## config.mk

```make
export PLATFORM = sky130hd
export DESIGN_NAME = k_way_sorted_merge_unit_flat
export DESIGN_NICKNAME = d
export VERILOG_FILES = /design/src/rtl/core/kwm_pkg.sv /design/src/rtl/core/kwm_if.sv /design/src/rtl/core/kwm_ctrl.sv /design/src/rtl/core/kwm_datapath.sv /design/src/rtl/core/k_way_sorted_merge_unit.sv /design/src/flat_wrapper.sv
export SDC_FILE = /design/constraint.sdc
export NUM_CORES = 2
export LEC_CHECK = 0
export BUFFER_PORTS_ARGS = -buffer_cell sky130_fd_sc_hd__buf_2
export CAP_MARGIN = 20
export CORE_MARGIN = 2
export CORE_UTILIZATION = 30
export CTS_CLUSTER_SIZE = 14
export DETAILED_ROUTE_END_ITERATION = 8
export SLEW_MARGIN = 0
export SYNTH_ARGS = -nofsm -noshare
export SYNTH_HDL_FRONTEND = slang
export SYNTH_SLANG_ARGS = --single-unit
```

## constraint.sdc

```tcl
create_clock -name clk -period 6.9 [get_ports clk]
set_clock_uncertainty 0.1 [all_clocks]
set_input_delay 1.38 -clock clk [delete_from_list [all_inputs] [get_ports clk]]
set_output_delay 1.38 -clock clk [all_outputs]
set_load 0.03 [all_outputs]
```

## src/rtl/core/kwm_pkg.sv

```systemverilog
`default_nettype none

package kwm_pkg;

    // Default sizes of the merge unit
    localparam int LANES_DEF      = 8;
    localparam int LANE_DEPTH_DEF = 8;

    // Fixed field widths of the channels
    localparam int LANE_FW  = 3;
    localparam int VALUE_W  = 32;
    localparam int CFG_W    = 4;
    localparam int CFG_RESET = 8;

    // Request kinds
    localparam logic KIND_VALUE = 1'b0;
    localparam logic KIND_END   = 1'b1;

    // Commands from the controller to the datapath
    typedef struct packed {
        logic accept_cfg;
        logic accept_in;
        logic scan_start;
        logic scan_step;
        logic emit;
        logic mark;
    } kwm_cmd_t;

    // Status from the datapath to the controller
    typedef struct packed {
        logic drop;
        logic complete_on_end;
        logic can_emit;
        logic scan_last;
        logic out_free;
    } kwm_status_t;

endpackage

`default_nettype wire

```

## src/rtl/core/kwm_if.sv

```systemverilog
`default_nettype none

// Input request channel
interface kwm_in_if;
    import kwm_pkg::*;
    logic                      valid;
    logic                      ready;
    logic                      kind;
    logic [LANE_FW-1:0]        lane;
    logic signed [VALUE_W-1:0] value;
    modport source (output valid, kind, lane, value, input ready);
    modport sink (input valid, kind, lane, value, output ready);
endinterface

// Merged result channel
interface kwm_out_if;
    import kwm_pkg::*;
    logic                      valid;
    logic                      ready;
    logic signed [VALUE_W-1:0] merged_value;
    logic [LANE_FW-1:0]        source_lane;
    logic                      has_value;
    logic                      last;
    logic                      dropped;
    modport source (output valid, merged_value, source_lane, has_value, last, dropped,
                    input ready);
    modport sink (input valid, merged_value, source_lane, has_value, last, dropped,
                  output ready);
endinterface

// Configuration write channel
interface kwm_cfg_if;
    import kwm_pkg::*;
    logic             valid;
    logic             ready;
    logic [CFG_W-1:0] lanes_in_use;
    modport source (output valid, lanes_in_use, input ready);
    modport sink (input valid, lanes_in_use, output ready);
endinterface

`default_nettype wire

```

## src/rtl/core/kwm_ctrl.sv

```systemverilog
`default_nettype none

module kwm_ctrl (
    input  wire logic                clk,
    input  wire logic                rst_n,
    input  wire logic                in_valid,
    input  wire logic                cfg_valid,
    input  wire kwm_pkg::kwm_status_t status,
    output logic                     in_ready,
    output logic                     cfg_ready,
    output kwm_pkg::kwm_cmd_t        cmd
);
    import kwm_pkg::*;

    typedef enum logic [2:0] {
        ST_IDLE,
        ST_CHECK,
        ST_SCAN,
        ST_DRAIN,
        ST_EMIT,
        ST_MARK
    } state_t;

    state_t state_reg;
    state_t state_next;

    // Take requests and configuration only while idle
    assign cfg_ready = (state_reg == ST_IDLE);
    assign in_ready  = (state_reg == ST_IDLE) && !cfg_valid;

    // Decode commands and next state
    always_comb
    begin
        cmd            = '0;
        state_next     = state_reg;
        cmd.accept_cfg = cfg_valid && cfg_ready;
        cmd.accept_in  = in_valid && in_ready;
        unique case (state_reg)
            ST_IDLE:
            begin
                if (cmd.accept_in)
                begin
                    if (status.drop || status.complete_on_end)
                        state_next = ST_MARK;
                    else
                        state_next = ST_CHECK;
                end
            end
            ST_CHECK:
            begin
                if (status.can_emit)
                begin
                    cmd.scan_start = 1'b1;
                    state_next     = ST_SCAN;
                end
                else
                begin
                    state_next = ST_IDLE;
                end
            end
            ST_SCAN:
            begin
                cmd.scan_step = 1'b1;
                if (status.scan_last)
                    state_next = ST_DRAIN;
            end
            ST_DRAIN:
            begin
                state_next = ST_EMIT;
            end
            ST_EMIT:
            begin
                if (status.out_free)
                begin
                    cmd.emit   = 1'b1;
                    state_next = ST_CHECK;
                end
            end
            ST_MARK:
            begin
                if (status.out_free)
                begin
                    cmd.mark   = 1'b1;
                    state_next = ST_IDLE;
                end
            end
            default:
            begin
                state_next = ST_IDLE;
            end
        endcase
    end

    // Hold state
    always_ff @(posedge clk or negedge rst_n)
    begin
        if (!rst_n)
            state_reg <= ST_IDLE;
        else
            state_reg <= state_next;
    end

endmodule

`default_nettype wire

```

## src/rtl/core/kwm_datapath.sv

```systemverilog
`default_nettype none

module kwm_datapath #(
    parameter int LANES      = kwm_pkg::LANES_DEF,
    parameter int LANE_DEPTH = kwm_pkg::LANE_DEPTH_DEF
) (
    input  wire logic                                clk,
    input  wire logic                                rst_n,
    input  wire kwm_pkg::kwm_cmd_t                   cmd,
    output kwm_pkg::kwm_status_t                     status,
    input  wire logic [kwm_pkg::CFG_W-1:0]           cfg_data,
    input  wire logic                                in_kind,
    input  wire logic [kwm_pkg::LANE_FW-1:0]         in_lane,
    input  wire logic signed [kwm_pkg::VALUE_W-1:0]  in_value,
    kwm_out_if.source                                results
);
    import kwm_pkg::*;

    localparam int LANE_W    = $clog2(LANES);
    localparam int SLOT_W    = (LANE_DEPTH > 1) ? $clog2(LANE_DEPTH) : 1;
    localparam int CNT_W     = $clog2(LANE_DEPTH + 1);
    localparam int ENTRIES   = LANES * LANE_DEPTH;
    localparam int ADDR_W    = $clog2(ENTRIES);
    localparam int NUM_W     = $clog2(LANES + 1);
    localparam int CMP_W     = (NUM_W > LANE_FW) ? NUM_W : LANE_FW;
    localparam int CFG_CMP_W = (NUM_W > CFG_W) ? NUM_W : CFG_W;
    localparam int SUM_W     = ((SLOT_W > CNT_W) ? SLOT_W : CNT_W) + 1;
    localparam int N_RESET   = (CFG_RESET > LANES) ? LANES : CFG_RESET;

    // Lane state
    logic [CNT_W-1:0]  cnt_reg [LANES];
    logic [SLOT_W-1:0] rd_reg [LANES];
    logic [LANES-1:0]  ended_reg;
    logic [NUM_W-1:0]  n_reg;
    logic [NUM_W-1:0]  n_next;

    // Lane store
    logic [VALUE_W-1:0] store_mem [ENTRIES];
    logic signed [VALUE_W-1:0] rd_data_reg;

    // Scan and best head
    logic [LANE_W-1:0]         scan_idx_reg;
    logic                      tag_valid_reg;
    logic [LANE_W-1:0]         tag_lane_reg;
    logic                      best_any_reg;
    logic [LANE_W-1:0]         best_lane_reg;
    logic signed [VALUE_W-1:0] best_val_reg;

    // Pending marker and output register
    logic                      pend_drop_reg;
    logic [LANE_FW-1:0]        pend_lane_reg;
    logic                      out_valid_reg;
    logic signed [VALUE_W-1:0] out_value_reg;
    logic [LANE_FW-1:0]        out_lane_reg;
    logic                      out_has_reg;
    logic                      out_last_reg;
    logic                      out_drop_reg;

    logic [LANES-1:0]  active;
    logic [LANES-1:0]  cnt_nz;
    logic [LANES-1:0]  end_done;
    logic [LANES-1:0]  pop_done;
    logic [LANE_W-1:0] in_idx;
    logic              in_act;
    logic              end_ok;
    logic              value_ok;
    logic              pop_completes;
    logic              clear_all;
    logic              all_ready;
    logic              any_head;
    logic [SUM_W-1:0]  wr_sum;
    logic [SLOT_W-1:0] wr_slot;
    logic [ADDR_W-1:0] wr_addr;
    logic [ADDR_W-1:0] rd_addr;
    logic              wr_en;

    assign in_idx = LANE_W'(in_lane);
    assign in_act = CMP_W'(in_lane) < CMP_W'(n_reg);

    // Per-lane flags
    always_comb
    begin
        for (int i = 0; i < LANES; i++)
        begin
            active[i]   = NUM_W'(i) < n_reg;
            cnt_nz[i]   = cnt_reg[i] != '0;
            end_done[i] = !active[i] ||
                          ((ended_reg[i] || (in_idx == LANE_W'(i))) && !cnt_nz[i]);
            pop_done[i] = !active[i] ||
                          (ended_reg[i] && (!cnt_nz[i] ||
                           ((best_lane_reg == LANE_W'(i)) && (cnt_reg[i] == CNT_W'(1)))));
        end
    end

    assign all_ready     = &(~active | cnt_nz | ended_reg);
    assign any_head      = |(active & cnt_nz);
    assign pop_completes = &pop_done;

    // Classify the incoming request
    assign end_ok   = (in_kind == KIND_END) && in_act && !ended_reg[in_idx];
    assign value_ok = (in_kind == KIND_VALUE) && in_act && !ended_reg[in_idx] &&
                      (cnt_reg[in_idx] != CNT_W'(LANE_DEPTH));

    always_comb
    begin
        status.drop            = (in_kind == KIND_VALUE) && !value_ok;
        status.complete_on_end = end_ok && (&end_done);
        status.can_emit        = all_ready && any_head;
        status.scan_last       = (scan_idx_reg == LANE_W'(n_reg - NUM_W'(1)));
        status.out_free        = !out_valid_reg || results.ready;
    end

    assign clear_all = cmd.accept_cfg || (cmd.accept_in && status.complete_on_end) ||
                       (cmd.emit && pop_completes);

    // Effective lane count from the register value
    always_comb
    begin
        if (CFG_CMP_W'(cfg_data) == '0)
            n_next = NUM_W'(1);
        else if (CFG_CMP_W'(cfg_data) > CFG_CMP_W'(LANES))
            n_next = NUM_W'(LANES);
        else
            n_next = NUM_W'(cfg_data);
    end

    // Tail slot of the target lane, wrapped at the queue depth
    always_comb
    begin
        wr_sum = SUM_W'(rd_reg[in_idx]) + SUM_W'(cnt_reg[in_idx]);
        if (wr_sum >= SUM_W'(LANE_DEPTH))
            wr_sum = wr_sum - SUM_W'(LANE_DEPTH);
        wr_slot = wr_sum[SLOT_W-1:0];
    end

    assign wr_addr = ADDR_W'(in_idx) * ADDR_W'(LANE_DEPTH) + ADDR_W'(wr_slot);
    assign rd_addr = ADDR_W'(scan_idx_reg) * ADDR_W'(LANE_DEPTH) +
                     ADDR_W'(rd_reg[scan_idx_reg]);
    assign wr_en   = cmd.accept_in && value_ok;

    // Store values and read heads
    always_ff @(posedge clk)
    begin
        if (wr_en)
            store_mem[wr_addr] <= in_value;
        rd_data_reg <= store_mem[rd_addr];
    end

    // Update lane counts, head slots and end flags
    always_ff @(posedge clk or negedge rst_n)
    begin
        if (!rst_n)
        begin
            n_reg     <= NUM_W'(N_RESET);
            ended_reg <= '0;
            for (int i = 0; i < LANES; i++)
            begin
                cnt_reg[i] <= '0;
                rd_reg[i]  <= '0;
            end
        end
        else
        begin
            if (cmd.accept_cfg)
                n_reg <= n_next;
            if (clear_all)
            begin
                ended_reg <= '0;
                for (int i = 0; i < LANES; i++)
                begin
                    cnt_reg[i] <= '0;
                    rd_reg[i]  <= '0;
                end
            end
            else
            begin
                for (int i = 0; i < LANES; i++)
                begin
                    if (wr_en && (in_idx == LANE_W'(i)))
                        cnt_reg[i] <= cnt_reg[i] + CNT_W'(1);
                    if (cmd.accept_in && end_ok && (in_idx == LANE_W'(i)))
                        ended_reg[i] <= 1'b1;
                    if (cmd.emit && (best_lane_reg == LANE_W'(i)))
                    begin
                        cnt_reg[i] <= cnt_reg[i] - CNT_W'(1);
                        if (rd_reg[i] == SLOT_W'(LANE_DEPTH - 1))
                            rd_reg[i] <= '0;
                        else
                            rd_reg[i] <= rd_reg[i] + SLOT_W'(1);
                    end
                end
            end
        end
    end

    // Walk the lanes and keep the smallest head, lowest lane on ties
    always_ff @(posedge clk or negedge rst_n)
    begin
        if (!rst_n)
        begin
            scan_idx_reg  <= '0;
            tag_valid_reg <= 1'b0;
            best_any_reg  <= 1'b0;
        end
        else
        begin
            tag_valid_reg <= cmd.scan_step && cnt_nz[scan_idx_reg];
            if (cmd.scan_start)
            begin
                scan_idx_reg <= '0;
                best_any_reg <= 1'b0;
            end
            else
            begin
                if (cmd.scan_step)
                    scan_idx_reg <= scan_idx_reg + LANE_W'(1);
                if (tag_valid_reg && (!best_any_reg || (rd_data_reg < best_val_reg)))
                    best_any_reg <= 1'b1;
            end
        end
    end

    always_ff @(posedge clk)
    begin
        tag_lane_reg <= scan_idx_reg;
        if (!cmd.scan_start && tag_valid_reg &&
            (!best_any_reg || (rd_data_reg < best_val_reg)))
        begin
            best_lane_reg <= tag_lane_reg;
            best_val_reg  <= rd_data_reg;
        end
    end

    // Hold the marker for a refused value or a finished set
    always_ff @(posedge clk)
    begin
        if (cmd.accept_in)
        begin
            pend_drop_reg <= status.drop;
            pend_lane_reg <= in_lane;
        end
    end

    // Output register
    always_ff @(posedge clk or negedge rst_n)
    begin
        if (!rst_n)
            out_valid_reg <= 1'b0;
        else if (cmd.emit || cmd.mark)
            out_valid_reg <= 1'b1;
        else if (results.ready)
            out_valid_reg <= 1'b0;
    end

    always_ff @(posedge clk)
    begin
        if (cmd.emit)
        begin
            out_value_reg <= best_val_reg;
            out_lane_reg  <= LANE_FW'(best_lane_reg);
            out_has_reg   <= 1'b1;
            out_last_reg  <= pop_completes;
            out_drop_reg  <= 1'b0;
        end
        else if (cmd.mark)
        begin
            out_value_reg <= '0;
            out_lane_reg  <= pend_drop_reg ? pend_lane_reg : '0;
            out_has_reg   <= 1'b0;
            out_last_reg  <= !pend_drop_reg;
            out_drop_reg  <= pend_drop_reg;
        end
    end

    assign results.valid        = out_valid_reg;
    assign results.merged_value = out_value_reg;
    assign results.source_lane  = out_lane_reg;
    assign results.has_value    = out_has_reg;
    assign results.last         = out_last_reg;
    assign results.dropped      = out_drop_reg;

    // Checks
    a_emit_has_best: assert property (@(posedge clk) disable iff (!rst_n)
        cmd.emit |-> best_any_reg)
        else $error("emit without a selected head");

    a_emit_lane_nonempty: assert property (@(posedge clk) disable iff (!rst_n)
        cmd.emit |-> cnt_nz[best_lane_reg])
        else $error("emit from an empty lane");

    a_load_when_free: assert property (@(posedge clk) disable iff (!rst_n)
        (cmd.emit || cmd.mark) |-> status.out_free)
        else $error("output register overwritten");

    a_clear_after_set: assert property (@(posedge clk) disable iff (!rst_n)
        (cmd.emit && pop_completes) |=> ((cnt_nz == '0) && (ended_reg == '0)))
        else $error("lanes not cleared after final result");

endmodule

`default_nettype wire

```

## src/rtl/core/k_way_sorted_merge_unit.sv

```systemverilog
// K-way merge of sorted lanes into one ascending result stream.
// Channels: items (sink) carries a value or an end mark for one lane; results
// (source) carries merged values, drop markers and the completion marker; cfg
// (sink) writes lanes_in_use, which also clears all lanes. All channels move a
// request when valid and ready are high at a rising edge of clk.
// Flow: a request is taken while the unit is idle. Each emitted value then
// passes a check state, a scan of the n lanes in use with one lane head read
// per cycle from the lane store, a drain state for the read register and an
// emit state that loads the output register. A drop or completion marker
// goes through a mark state into the output register; a request that
// releases no value returns the unit to idle through the check state.
// The output register lets a new request be taken while a result waits; while
// the receiver stalls, the unit holds before loading the next result.
// Reset (rst_n, asynchronous, active low) empties all lanes, clears end flags,
// empties the output register and sets lanes_in_use to 8 (capped at LANES).
// Lane store contents are not cleared; queue counts guard every read.
`default_nettype none

module k_way_sorted_merge_unit #(
    parameter int LANES      = kwm_pkg::LANES_DEF,
    parameter int LANE_DEPTH = kwm_pkg::LANE_DEPTH_DEF
) (
    input  wire logic clk,
    input  wire logic rst_n,
    kwm_cfg_if.sink   cfg,
    kwm_in_if.sink    items,
    kwm_out_if.source results
);
    import kwm_pkg::*;

    kwm_cmd_t    cmd;
    kwm_status_t status;
    logic        in_ready;
    logic        cfg_ready;

    assign items.ready = in_ready;
    assign cfg.ready   = cfg_ready;

    kwm_ctrl u_ctrl (
        .clk       (clk),
        .rst_n     (rst_n),
        .in_valid  (items.valid),
        .cfg_valid (cfg.valid),
        .status    (status),
        .in_ready  (in_ready),
        .cfg_ready (cfg_ready),
        .cmd       (cmd)
    );

    kwm_datapath #(
        .LANES      (LANES),
        .LANE_DEPTH (LANE_DEPTH)
    ) u_datapath (
        .clk      (clk),
        .rst_n    (rst_n),
        .cmd      (cmd),
        .status   (status),
        .cfg_data (cfg.lanes_in_use),
        .in_kind  (items.kind),
        .in_lane  (items.lane),
        .in_value (items.value),
        .results  (results)
    );

endmodule

`default_nettype wire

```

## src/flat_wrapper.sv

```systemverilog
// flat-port wrapper written by rule: the top's interface ports become plain ports
module k_way_sorted_merge_unit_flat import kwm_pkg::*;
#(
    parameter int LANES      = kwm_pkg::LANES_DEF,
    parameter int LANE_DEPTH = kwm_pkg::LANE_DEPTH_DEF
)
  (clk, rst_n, cfg_valid, cfg_lanes_in_use, cfg_ready, items_valid, items_kind, items_lane, items_value, items_ready, results_valid, results_merged_value, results_source_lane, results_has_value, results_last, results_dropped, results_ready);
  kwm_cfg_if cfg_i ();
  kwm_in_if items_i ();
  kwm_out_if results_i ();
  input  wire logic clk;
  input  wire logic rst_n;
  input wire logic [$bits(cfg_i.valid)-1:0] cfg_valid;
  input wire logic [$bits(cfg_i.lanes_in_use)-1:0] cfg_lanes_in_use;
  output wire logic [$bits(cfg_i.ready)-1:0] cfg_ready;
  input wire logic [$bits(items_i.valid)-1:0] items_valid;
  input wire logic [$bits(items_i.kind)-1:0] items_kind;
  input wire logic [$bits(items_i.lane)-1:0] items_lane;
  input wire logic [$bits(items_i.value)-1:0] items_value;
  output wire logic [$bits(items_i.ready)-1:0] items_ready;
  output wire logic [$bits(results_i.valid)-1:0] results_valid;
  output wire logic [$bits(results_i.merged_value)-1:0] results_merged_value;
  output wire logic [$bits(results_i.source_lane)-1:0] results_source_lane;
  output wire logic [$bits(results_i.has_value)-1:0] results_has_value;
  output wire logic [$bits(results_i.last)-1:0] results_last;
  output wire logic [$bits(results_i.dropped)-1:0] results_dropped;
  input wire logic [$bits(results_i.ready)-1:0] results_ready;
  assign cfg_i.valid = cfg_valid;
  assign cfg_i.lanes_in_use = cfg_lanes_in_use;
  assign cfg_ready = cfg_i.ready;
  assign items_i.valid = items_valid;
  assign items_i.kind = items_kind;
  assign items_i.lane = items_lane;
  assign items_i.value = items_value;
  assign items_ready = items_i.ready;
  assign results_valid = results_i.valid;
  assign results_merged_value = results_i.merged_value;
  assign results_source_lane = results_i.source_lane;
  assign results_has_value = results_i.has_value;
  assign results_last = results_i.last;
  assign results_dropped = results_i.dropped;
  assign results_i.ready = results_ready;
  k_way_sorted_merge_unit #(.LANES(LANES), .LANE_DEPTH(LANE_DEPTH)) u_core (.clk(clk), .rst_n(rst_n), .cfg(cfg_i), .items(items_i), .results(results_i));
endmodule
```

Yosys cells after proc, flatten, opt, wreduce, memory -nomap -nowiden
Memories as Yosys holds them, arrays and structs flattened. A register that Yosys moved wholly into a read port is not among the register bits. Index checks and enable logic that the tools add are counted. Widths: inputs -> output; s select.

$add $sub $neg: 30. $lt $le $gt $ge: 16. Equal/unequal tests: 41. Multiplexer cells: 87. Bitwise logic cells: 7. Reduce and logical (&&, ||, !) cells: 173.

Operator list (count): $mux 32 (3); $mux 3 (31); $mux 4 (20); $logic_and 1x1->1 (67); $eq 3x3->1 const B (18); $reduce_bool 2->1 (20); $logic_or 1x1->1 (38); $add 4x1->4 const B (8); $eq 4x1->1 const B (8); $lt 32x32->1 (1); $reduce_bool 4->1 (8); $sub 4x1->4 const B (8); $add 3x1->3 const B (9); $mux 1 (24); $mux 24 (1); $reduce_and 8->1 (3); $reduce_bool 3->1 (8); $logic_not 1->1 (23); $bmux 3 s3 (2); $eq 3x2->1 const B (6); $pmux 3 s6 (1); $lt 3x4->1 const A (4); $or 8x8->8 (2); $add 6x3->6 (2); other kinds (26) (39).

Flip-flop bits (word level): 157. Bits in writable memories: 2048. Input port bits: 45. Output and inout bits: 41. Logic and storage cells: 395. Memories kept: 1.

Memory list: u_core.u_datapath.store_mem (depth 64, width 32, read ports 1, clocked after Yosys merged registers in 1, wr ports 1, RTL line kwm_datapath.sv:38) `logic [VALUE_W-1:0] store_mem [ENTRIES];`.

Depth between registers and ports, before layout
Depth after elaboration: 12. Gate-level depth with buffers: 12.

By module
Synthesis repeated with hierarchy kept, for this count alone.

Cells, all modules: 6779. Area total of the unflattened synthesis: 90377.9 um^2.

By module, submodules not included: kwm_datapath (instances 1, cells each 6753, area an instance 90098.9 um^2); kwm_ctrl (instances 1, cells each 26, area an instance 279.0 um^2).

Worst setup path before layout
No wires, ideal clock.

Kind: reg2reg. Start point: register u_core.u_datapath.cnt_reg[28] (netlist name). End point: register u_core.u_datapath.best_lane_reg[0] (enable). Library setup time: 527 ps. Data arrival time: 5966 ps. Path slack: 307 ps. Stages on the path, launching flop included: 10. Path buffers: 1. Period minus slack after synthesis: 6593 ps. Cell sequence: dfrtp_1 inv_1 ha_1 nor3b_1 a31oi_1 or4_1 or3_1 and4b_1 clkbuf_1 nor4b_1.

Cells in the longest elaborated chain, start to end: 10.

RTL lines: from (decl) (RTL line kwm_datapath.sv:31) `logic [CNT_W-1:0] cnt_reg [LANES];`; from (signal, indexed assignment) (RTL line kwm_datapath.sv:180) `cnt_reg[i] <= cnt_reg[i] + CNT_W'(1);`; from (signal, indexed assignment) (RTL line kwm_datapath.sv:185) `cnt_reg[i] <= cnt_reg[i] - CNT_W'(1);`; $reduce_bool 4->1 * (RTL line kwm_datapath.sv:86) `cnt_nz[i] = cnt_reg[i] != '0;`; $or 8x8->8 (2 in a row) (RTL line kwm_datapath.sv:95) `assign all_ready = &(~active | cnt_nz | ended_reg);`; $reduce_and 8->1 (RTL line kwm_datapath.sv:95); $logic_and 1x1->1 * (RTL line kwm_datapath.sv:108) `status.can_emit = all_ready && any_head;`; $mux 1 * (RTL line kwm_ctrl.sv:51) `if (status.can_emit)`; $mux 1 * (RTL line kwm_ctrl.sv:38) `unique case (state_reg)`; $logic_not 1->1 * (RTL line kwm_datapath.sv:226) `if (!cmd.scan_start && tag_valid_reg &&`; $logic_and 1x1->1 * (2 in a row) (RTL line kwm_datapath.sv:226); to (signal assigned) (RTL line kwm_datapath.sv:229) `best_lane_reg <= tag_lane_reg;`; to (decl) (RTL line kwm_datapath.sv:46) `logic [LANE_W-1:0] best_lane_reg;`.

Mark *: on every way between the ends. The rest lies on a longest branch, timed or not. A chain may end at the register's enable or synchronous reset.

Final worst setup path
Start point: register u_core.u_datapath.scan_idx_reg[0]. End point: register u_core.u_datapath.rd_data_reg[13] (read register of u_core.u_datapath.store_mem).

Cells in the longest elaborated chain, start to end: 5.

RTL lines: from (decl) (RTL line kwm_datapath.sv:42) `logic [LANE_W-1:0] scan_idx_reg;`; from (signal assigned) (RTL line kwm_datapath.sv:216) `scan_idx_reg <= scan_idx_reg + LANE_W'(1);`; $not 3->4 (not written as such) (RTL line kwm_datapath.sv:138) `ADDR_W'(rd_reg[scan_idx_reg]);`; $bmux 3 s3 (RTL line kwm_datapath.sv:138); $mux 3 (not written as such) (2 in a row) (RTL line kwm_datapath.sv:138); $add 6x3->6 * (RTL line kwm_datapath.sv:137) `assign rd_addr = ADDR_W'(scan_idx_reg) * ADDR_W'(LANE_DEPTH) +`; to (decl) (RTL line kwm_datapath.sv:39) `logic signed [VALUE_W-1:0] rd_data_reg;`.

Mark *: on every way between the ends. The rest lies on a longest branch, timed or not. The select of a mux whose other input is x is not followed.

==> impl_metrics.json <==
{
  "die_area_um2": 305000,
  "portBuffers": 85,
  "slowest_delay_ps": 730,
  "fill_cells": 28700,
  "cp_num_buf_inv": 2,
  "fin_crit_ps": 5250,
  "via_per_inst": 5.22,
  "drt_iter0_drc": 8202,
  "grt_pass1_wl_um": 382000,
  "arrival_ps": 5780,
  "cellLeakagePower_nw": 34.6,
  "syn_area_um2": 90100,
  "required_ps": 7430,
  "tns_ps": 0,
  "first_pass_iters": 6,
  "crit_fanout": 74,
  "die_h_um": 552,
  "path_cells": "buf_4 -> mux4_2 -> mux2_8 -> buf_4 -> nand2_1 -> nand3_1 -> a32oi_1 -> nand3_1 -> a22oi_1 -> o221ai_1",
  "drc": 0,
  "yosysUniqueCellTypes": 60,
  "ys_seq_elements": 2237,
  "synth_warnings": 0,
  "io_pins": 86,
  "busiest_layer": "met2",
  "drive_above_1_share": 0.0971,
  "start_kind": "flop",
  "ys_seq_area_frac": 0.737,
  "yosys_most_used_dff": "edfxtp_1",
  "ctsHoldBuffers": 0,
  "synth_top_area_frac": 0.707,
  "start_util": 0.301,
  "worstSkewPairLatency_ps": 860,
  "h-tree-depth": 4,
  "ant_nets": 0,
  "numCtsBuffers": 221,
  "cap_violations": 0,
  "dpl_cell_area_um2": 96200,
  "synthTopCellsByArea": "edfxtp_1 (71%), nand2_1 (7.8%), nand3_1 (4.1%)",
  "outcome": "complete, no violations",
  "grt_overflow": 0,
  "critical_path.top_delay_family": "compound AO/OA/AOI/OAI gates",
  "num_rows": 201,
  "final_util": 0.345,
  "grt_max_degree": 156,
  "clockRootBuffer": "clkbuf_16",
  "use_met3": 0.0275,
  "final.period_utilization": 0.761,
  "largest_register_ffs": 2048,
  "met1_usage": 0.238,
  "vias": 57200,
  "synth_edf_count": 2123,
  "largest_register": "u_core.u_datapath.store_mem",
  "routed_wl_um": 264000,
  "powerDensity_nw_per_um2": 273,
  "rsz0062_at_grt": "no",
  "area_growth_pct": 14.4,
  "vdd_ir_drop_max_mv": 0.203,
  "finalPower_w": 0.0281,
  "synthCells": 6761,
  "yosys.area.top_type": "edfxtp_1",
  "synthArstFlopShare": 0.0344,
  "cts_setup_buffers": 0,
  "worstSetupPathType": "reg2reg",
  "min-delay-path-class": "reg2reg",
  "cp_slowest_cell": "a22oi_1",
  "worst_slew_pin_slew_ps": 1130,
  "worstSetupEndpointType": "flop",
  "cts_tree": "done",
  "coreArea_um2": 299000,
  "die_w_um": 552,
  "ctsResizeCount": 0,
  "use_met2": 0.261,
  "post-dp-hpwl_um": 153000,
  "syn_area_per_cell_um2": 13.3,
  "post_drt_wl_per_cell_um": 24.1,
  "first_global_vias": 53600,
  "clock_sinks": 2237,
  "synthesis.nets": 6884,
  "grt_use_total": 0.168,
  "clk_pin_slew_worst_paths_ps": 60,
  "fmax_ghz": 0.190,
  "cts.path.max_buffers": 4,
  "setup_viol": 0,
  "report.final.hold_viol_count": 0,
  "final_nets": 6940,
  "place.gp.congestion": 0.910,
  "drv_slew": 0,
  "postLayoutCellArea_um2": 103000,
  "antenna_found_initial": 20,
  "relSlewSlack": 0.246
}
## path summary, 6_finish.rpt
check,from,to,slack (ps),depth (start not counted)
max,u_core.u_datapath.scan_idx_reg[0],u_core.u_datapath.rd_data_reg[13],1650,10
min,u_core.u_datapath.tag_lane_reg[0],u_core.u_datapath.best_lane_reg[0],310,0
max reg2reg,u_core.u_datapath.scan_idx_reg[0],u_core.u_datapath.rd_data_reg[13],1650,10
min reg2reg,u_core.u_datapath.tag_lane_reg[0],u_core.u_datapath.best_lane_reg[0],310,0
max in group asynchronous,rst_n,u_core.u_datapath.rd_reg[3],5270,2
min in group asynchronous,rst_n,u_core.u_ctrl.state_reg[1],370,1
## layout make-up
type	instances	area (µm²)	share of cell area
inverters	71	267	0.00258
clock inverters	123	1040	0.0101
diodes	11	27.5	0.000267
well taps	3958	4950	0.0480
clock buffers	277	5850	0.0567
repair buffers	262	2420	0.0235
multi-input cells	4024	22200	0.215
flip-flops and latches	2237	66400	0.644
## logic make-up (layout without fill, tap and decap cells)
kind of cell | after synthesis | after routing | share of synthesized area
and+or+nand+nor | 3088 | 3088 | 0.147
DFF | 2237 | 2237 | 0.737
AOI/OAI and AO/OA | 586 | 586 | 0.0483
adders and majority gates | 78 | 78 | 0.0109
other | 0 | 11 | 0
muxes | 238 | 238 | 0.0300
xor gates and xnor gates | 34 | 34 | 0.00330
buffers and inverters | 500 | 733 | 0.0236
## synthesized netlist by cell type (8+ instances only)
master and count:
or4_1 9, o21ai_0 21, nand4_1 10, mux2i_1 207, a21o_1 21, clkbuf_1 280
o22ai_1 11, and3_1 194, a32oi_1 65, a22oi_1 35, inv_1 70, o221ai_1 32
dfrtp_1 76, nand2_1 1862, nor2_1 197, nand2b_1 12, nor3_1 18, a31oi_1 203
xnor2_1 29, ha_1 77, buf_2 104, buf_6 14, or2_2 8, edfxtp_1 2123
a32o_1 65, dfxtp_1 37, mux4_2 24, a21oi_1 47, a221oi_1 64, buf_1 28
nand3_1 745, nor2b_1 11
## power by group
group | switching [W] | leakage (nW) | internal [W] | total, W
combinational | 0.00111 | 10.8 | 0.000342 | 0.00145
clock | 0.00511 | 3.37 | 0.00655 | 0.0117
sequential | 0.0000802 | 20.4 | 0.0149 | 0.0150
total | 0.00630 | 34.6 | 0.0218 | 0.0281
## metal layers
layer	share of wire	routed length, µm
met2	0.46	121000
met4	0.033	8720
met1	0.42	111000
met3	0.089	23500
met5	0.00018	47
## per-stage QoR
stage / instances / setup WS (ps) / hold WS (ps)
3_3_place_gp: 10600 / 1130 / 289
3_5_place_dp: 10600 / 1150 / 291
4_1_cts: 11000 / 1880 / 306
2_1_floorplan: 6761 / 307 / 245
6_report: 11000 / 1650 / 305
5_1_grt: 11000 / 1540 / 311
## cell usage in the layout, fill, tap and decap left out, drive strengths merged, types with 64 or more instances in the layout
| cell type | synthesis | routed |
|---|---|---|
| and3 | 194 | 194 |
| a32oi | 65 | 65 |
| dfrtp | 76 | 76 |
| ha | 77 | 77 |
| a31oi | 203 | 203 |
| nor2 | 197 | 197 |
| inv | 70 | 74 |
| clkbuf | 280 | 277 |
| edfxtp | 2123 | 2123 |
| a221oi | 64 | 64 |
| nand2 | 1862 | 1862 |
| a32o | 65 | 65 |
| mux2i | 208 | 208 |
| nand3 | 745 | 745 |
| buf | 149 | 262 |
| clkinv | 1 | 98 |
No activity file was read; power rests on OpenSTA's default activity.
